<file path="config.mk">
export PLATFORM = sky130hd
export DESIGN_NAME = satm_front_flat
export DESIGN_NICKNAME = d
export VERILOG_FILES = /design/src/hw/rtl/satm_pkg.sv /design/src/hw/rtl/satm_if.sv /design/src/hw/rtl/satm_front.sv /design/src/flat_wrapper.sv
export SDC_FILE = /design/constraint.sdc
export NUM_CORES = 1
export LEC_CHECK = 0
export BUFFER_PORTS_ARGS = -buffer_cell sky130_fd_sc_hd__buf_2
export CORE_MARGIN = 10
export CORE_UTILIZATION = 56
export CTS_CLUSTER_DIAMETER = 80
export DETAILED_ROUTE_END_ITERATION = 8
export HOLD_SLACK_MARGIN = 0.05
export PLACE_DENSITY_LB_ADDON = 0.12
export SYNTH_ARGS = -nofsm -noshare
export SYNTH_HDL_FRONTEND = slang
export SYNTH_SLANG_ARGS = --single-unit
</file>
<file path="constraint.sdc">
create_clock -name clk -period 16.7 [get_ports clk]
set_input_delay 0.835 -clock clk [delete_from_list [all_inputs] [get_ports clk]]
set_output_delay 0.835 -clock clk [all_outputs]
set_load 0.01 [all_outputs]
</file>
<file path="src/hw/rtl/satm_pkg.sv">
// Shared types, codes and constants of the two-source aging table.
package satm_pkg;

	localparam int ENTRIES_DEF = 16;
	localparam logic [31:0] TTL_RESET = 32'd327680;

	localparam logic [2:0] MODE_SEEN   = 3'd0;
	localparam logic [2:0] MODE_HEARD  = 3'd1;
	localparam logic [2:0] MODE_FORGET = 3'd2;
	localparam logic [2:0] MODE_QUERY  = 3'd3;
	localparam logic [2:0] MODE_DECAY  = 3'd4;

	typedef enum logic [2:0] {
		OP_SEEN,
		OP_HEARD,
		OP_FORGET,
		OP_QUERY,
		OP_DECAY,
		OP_NOP
	} op_t;

	typedef struct packed {
		op_t         op;
		logic [31:0] id;
		logic [31:0] px;
		logic [31:0] py;
		logic [31:0] unc;
		logic [31:0] dt;
	} cmd_t;

	typedef struct packed {
		logic        found;
		logic        source;
		logic [31:0] x;
		logic [31:0] y;
		logic [31:0] age;
		logic [31:0] unc;
		logic        full;
	} result_t;

	function automatic op_t decode_mode(input logic [2:0] mode);
		op_t op;
		unique case (mode)
			MODE_SEEN:   op = OP_SEEN;
			MODE_HEARD:  op = OP_HEARD;
			MODE_FORGET: op = OP_FORGET;
			MODE_QUERY:  op = OP_QUERY;
			MODE_DECAY:  op = OP_DECAY;
			default:     op = OP_NOP;
		endcase
		return op;
	endfunction

endpackage

</file>
<file path="src/hw/rtl/satm_if.sv">
// Request and response channel interfaces of the aging table.
interface satm_req_if;
	logic        valid;
	logic        ready;
	logic [2:0]  mode;
	logic [31:0] object_id;
	logic [31:0] pos_x;
	logic [31:0] pos_y;
	logic [31:0] uncertainty;
	logic [31:0] elapsed;

	modport source(output valid, mode, object_id, pos_x, pos_y, uncertainty, elapsed,
		input ready);
	modport sink(input valid, mode, object_id, pos_x, pos_y, uncertainty, elapsed,
		output ready);
endinterface


</file>
<file path="src/hw/rtl/satm_front.sv">
// Front end: accepts request words, decodes the mode and queues commands.
module satm_front (
	input  logic           clk,
	input  logic           arst_n,
	satm_req_if.sink       req,
	output satm_pkg::cmd_t q_data,
	output logic           q_valid,
	input  logic           q_pop
);
	import satm_pkg::*;

	cmd_t       mem_q [2];
	logic       wr_ptr_q;
	logic       rd_ptr_q;
	logic [1:0] cnt_q;
	logic       push;

	assign req.ready = (cnt_q != 2'd2);
	assign push      = req.valid && req.ready;
	assign q_valid   = (cnt_q != 2'd0);
	assign q_data    = mem_q[rd_ptr_q];

	always_ff @(posedge clk) begin
		if (push) begin
			mem_q[wr_ptr_q] <= '{op: decode_mode(req.mode), id: req.object_id,
				px: req.pos_x, py: req.pos_y, unc: req.uncertainty, dt: req.elapsed};
		end
	end

	always_ff @(posedge clk or negedge arst_n) begin
		if (!arst_n) begin
			wr_ptr_q <= 1'b0;
			rd_ptr_q <= 1'b0;
			cnt_q    <= 2'd0;
		end else begin
			if (push) wr_ptr_q <= !wr_ptr_q;
			if (q_pop) rd_ptr_q <= !rd_ptr_q;
			if (push && !q_pop) cnt_q <= cnt_q + 2'd1;
			else if (!push && q_pop) cnt_q <= cnt_q - 2'd1;
		end
	end
endmodule

</file>
<file path="src/flat_wrapper.sv">
// flat-port wrapper written by rule: the top's interface ports become plain ports
module satm_front_flat import satm_pkg::*;
  (clk, arst_n, q_data, q_valid, q_pop, req_valid, req_mode, req_object_id, req_pos_x, req_pos_y, req_uncertainty, req_elapsed, req_ready);
  satm_req_if req_i ();
  input  logic clk;
  input  logic arst_n;
  output satm_pkg::cmd_t q_data;
  output logic q_valid;
  input  logic q_pop;
  input wire logic [$bits(req_i.valid)-1:0] req_valid;
  input wire logic [$bits(req_i.mode)-1:0] req_mode;
  input wire logic [$bits(req_i.object_id)-1:0] req_object_id;
  input wire logic [$bits(req_i.pos_x)-1:0] req_pos_x;
  input wire logic [$bits(req_i.pos_y)-1:0] req_pos_y;
  input wire logic [$bits(req_i.uncertainty)-1:0] req_uncertainty;
  input wire logic [$bits(req_i.elapsed)-1:0] req_elapsed;
  output wire logic [$bits(req_i.ready)-1:0] req_ready;
  assign req_i.valid = req_valid;
  assign req_i.mode = req_mode;
  assign req_i.object_id = req_object_id;
  assign req_i.pos_x = req_pos_x;
  assign req_i.pos_y = req_pos_y;
  assign req_i.uncertainty = req_uncertainty;
  assign req_i.elapsed = req_elapsed;
  assign req_ready = req_i.ready;
  satm_front u_core (.clk(clk), .arst_n(arst_n), .req(req_i), .q_data(q_data), .q_valid(q_valid), .q_pop(q_pop));
endmodule
</file>
==> out/results.tsv <==
metric	value	unit
ys.warnings.count	0	
worstSetupEndpointType	primary output	
hold_viol	0	
antenna_found_initial	5	
clock_path_buffers	3	
cts-resized-gates	0	
slew_violations	0	
initial_utilization	57.23	%
crit_family	flip-flops	
fmax	241.8	MHz
holdBufCountCts	0	
slowest_stage	dfrtp_4	
fp.coreArea	21090	um^2
syn2layout_area_growth	24.11	%
synth_nets	696	
ys_ff_latch	330	
grt_pass1_vias	6726	
r2r_slack	13.54	ns
holdWs	0.1421	ns
drt_iter0_drc	368	
grt_max_degree	85	
root_buffer	clkbuf_16	
timing.final.crit_period	4.136	ns
numCtsBuffers	34	
timing.rr.start	u_core.cnt_q[0]	
dp_hpwl	18450	um
drc	0	
hold_path_class	primary input to asynchronous set/reset pin	
ant_nets	0	
tns	0	ns
final_cell_mix	331 x buf_2, 326 x edfxtp_1, 163 x mux2_2, 37 x clkbuf_16, 8 x clkinv_2	
fin_nets	1049	
track_usage	17.97	%
clock_sinks	330	
worst_pin_slew	1.108	ns
overflow	0	
die_w	166.8	um
clk_transition_reported_paths	0.06	ns
syn_area	12070	um^2
slowest_delay	1.12	ns
avgRoutedWirePerCell	22.15	um
status	completed	
start_kind	flop	
die_h	166.8	um
crit_arrival	3.30	ns
ir_drop	0.1232	mV
vias	6157	
layoutNonFillerInstCount	1184	
p_leak	5.640	nW
worst-path-max-fanout	84	
ios	332	
die_area	27820	um^2
layout-drive-gt1-share	60.88	%
dp_cells	1120	
port_buffers	331	
crit_start	u_core.rd_ptr_q	
routed_wl	26230	um
crit_type	flop to primary output	
cp_num_buf_inv	2	
post_cts_buffers	0	
endpoint	q_data[152]	
rows	53	
min_period_over_period	24.76	%
worst_r2r_path_depth	4	
drv_cap	0	
finalSetupViolCount	0	
critical_path_required	15.87	ns
crit_chain	buf_4 > mux2_2 > buf_2	
cts_tree	yes	
final.setup_skew	0.01167	ns
place_congestion	0.8015	
max_slew_margin	26.13	%
finalPower	2.665	mW
final_common_cell	buf_2	
grt_pass1_wl	38830	um
via_per_inst	5.200	
htreeDepth	2	
clk_latency	0.50	ns
power_density	177.9	nW/um^2
seq_area_frac_synth	81.94	%
ys_types	17	
syn_avg_cell_area	22.86	um^2
grt_setup_unrepaired	false	
synth_cells	528	
dr.pass1.iters	5	
r2r_end	u_core.mem_q[1][53]	
cp.depth	3	
-- cell usage after synthesis (all sizes together) --
cell | instances | area, um^2
ha | 1 | 12.51
nor2 | 2 | 7.510
or2 | 1 | 6.260
dfrtp | 4 | 100.1
a21o | 1 | 7.510
nor2b | 1 | 6.260
nand2 | 1 | 3.750
xor2 | 3 | 26.28
mux2 | 163 | 1836
nand2b | 1 | 6.260
buf | 6 | 67.56
edfxtp | 326 | 9789
clkbuf | 13 | 168.9
inv | 2 | 7.510
and3 | 1 | 6.260
xnor2 | 2 | 17.52
-- sequential cells by signal, summed over array words and instances, names as in the netlist --
register	cells
u_core.cnt_q	2
u_core.mem_q	326
u_core.rd_ptr_q	1
u_core.wr_ptr_q	1
-- metal layers --
metal	global-route usage (%)	part of all wire (%)
met4	5.727	2.5
met1	19.43	36
met3	6.778	9.5
met2	31.89	52
met5	0	0.095
-- layout make-up --
type                    instances  area (um^2)
multi-input cells             177         1948
flip-flops and latches        330         9893
repair buffers                336         1694
clock inverters                18        137.6
fillers                      1315         6108
well taps                     275        344.1
diodes                          4        10.01
clock buffers                  42        944.7
inverters                       2        7.507
-- kinds of logic after synthesis --
kind of cell / after synthesis / synth area share, %
AOI/OAI and AO/OA: 1 / 0.06223
adders and majority gates: 1 / 0.1037
DFF: 330 / 81.94
muxes: 163 / 15.21
buffers and inverters: 21 / 2.022
and+or+nand+nor: 7 / 0.3008
xor gates and xnor gates: 5 / 0.3629
-- power by group --
part | switching [mW] | internal [mW] | total (mW)
Sequential | 0.0776 | 1.13 | 1.21
Clock | 0.287 | 0.432 | 0.719
Combinational | 0.402 | 0.332 | 0.734
Total | 0.766 | 1.90 | 2.66
-- worst reg2reg max path: cells and delay by family (launching register included) --
| kind | cells | cell delay, ns |
|---|---|---|
| DFF | 1 | 0.41 |
| buffers and inverters | 2 | 1.75 |
| and+or+nand+nor | 2 | 0.61 |
-- through the flow --
step	instance area [um^2]	utilization [%]	setup WS [ns]
3_5_place_dp	13890	65.85	13.06
5_1_grt	14970	71.01	12.36
6_report	14980	71.03	12.56
2_1_floorplan	12070	-	8.322
3_3_place_gp	13890	65.85	13.10
4_1_cts	14970	70.99	12.51
-- worst min path at each step --
stage,endpoint,slack (ns),depth (start not counted)
floorplan,u_core.cnt_q[1],0.46,1
global placement,u_core.cnt_q[1],0.47,1
detailed placement,u_core.cnt_q[1],0.48,1
CTS,u_core.cnt_q[1],0.13,1
global route,u_core.wr_ptr_q,0.12,1
finish,u_core.wr_ptr_q,0.14,1
Note: power is estimated with default switching activity, not from simulation.
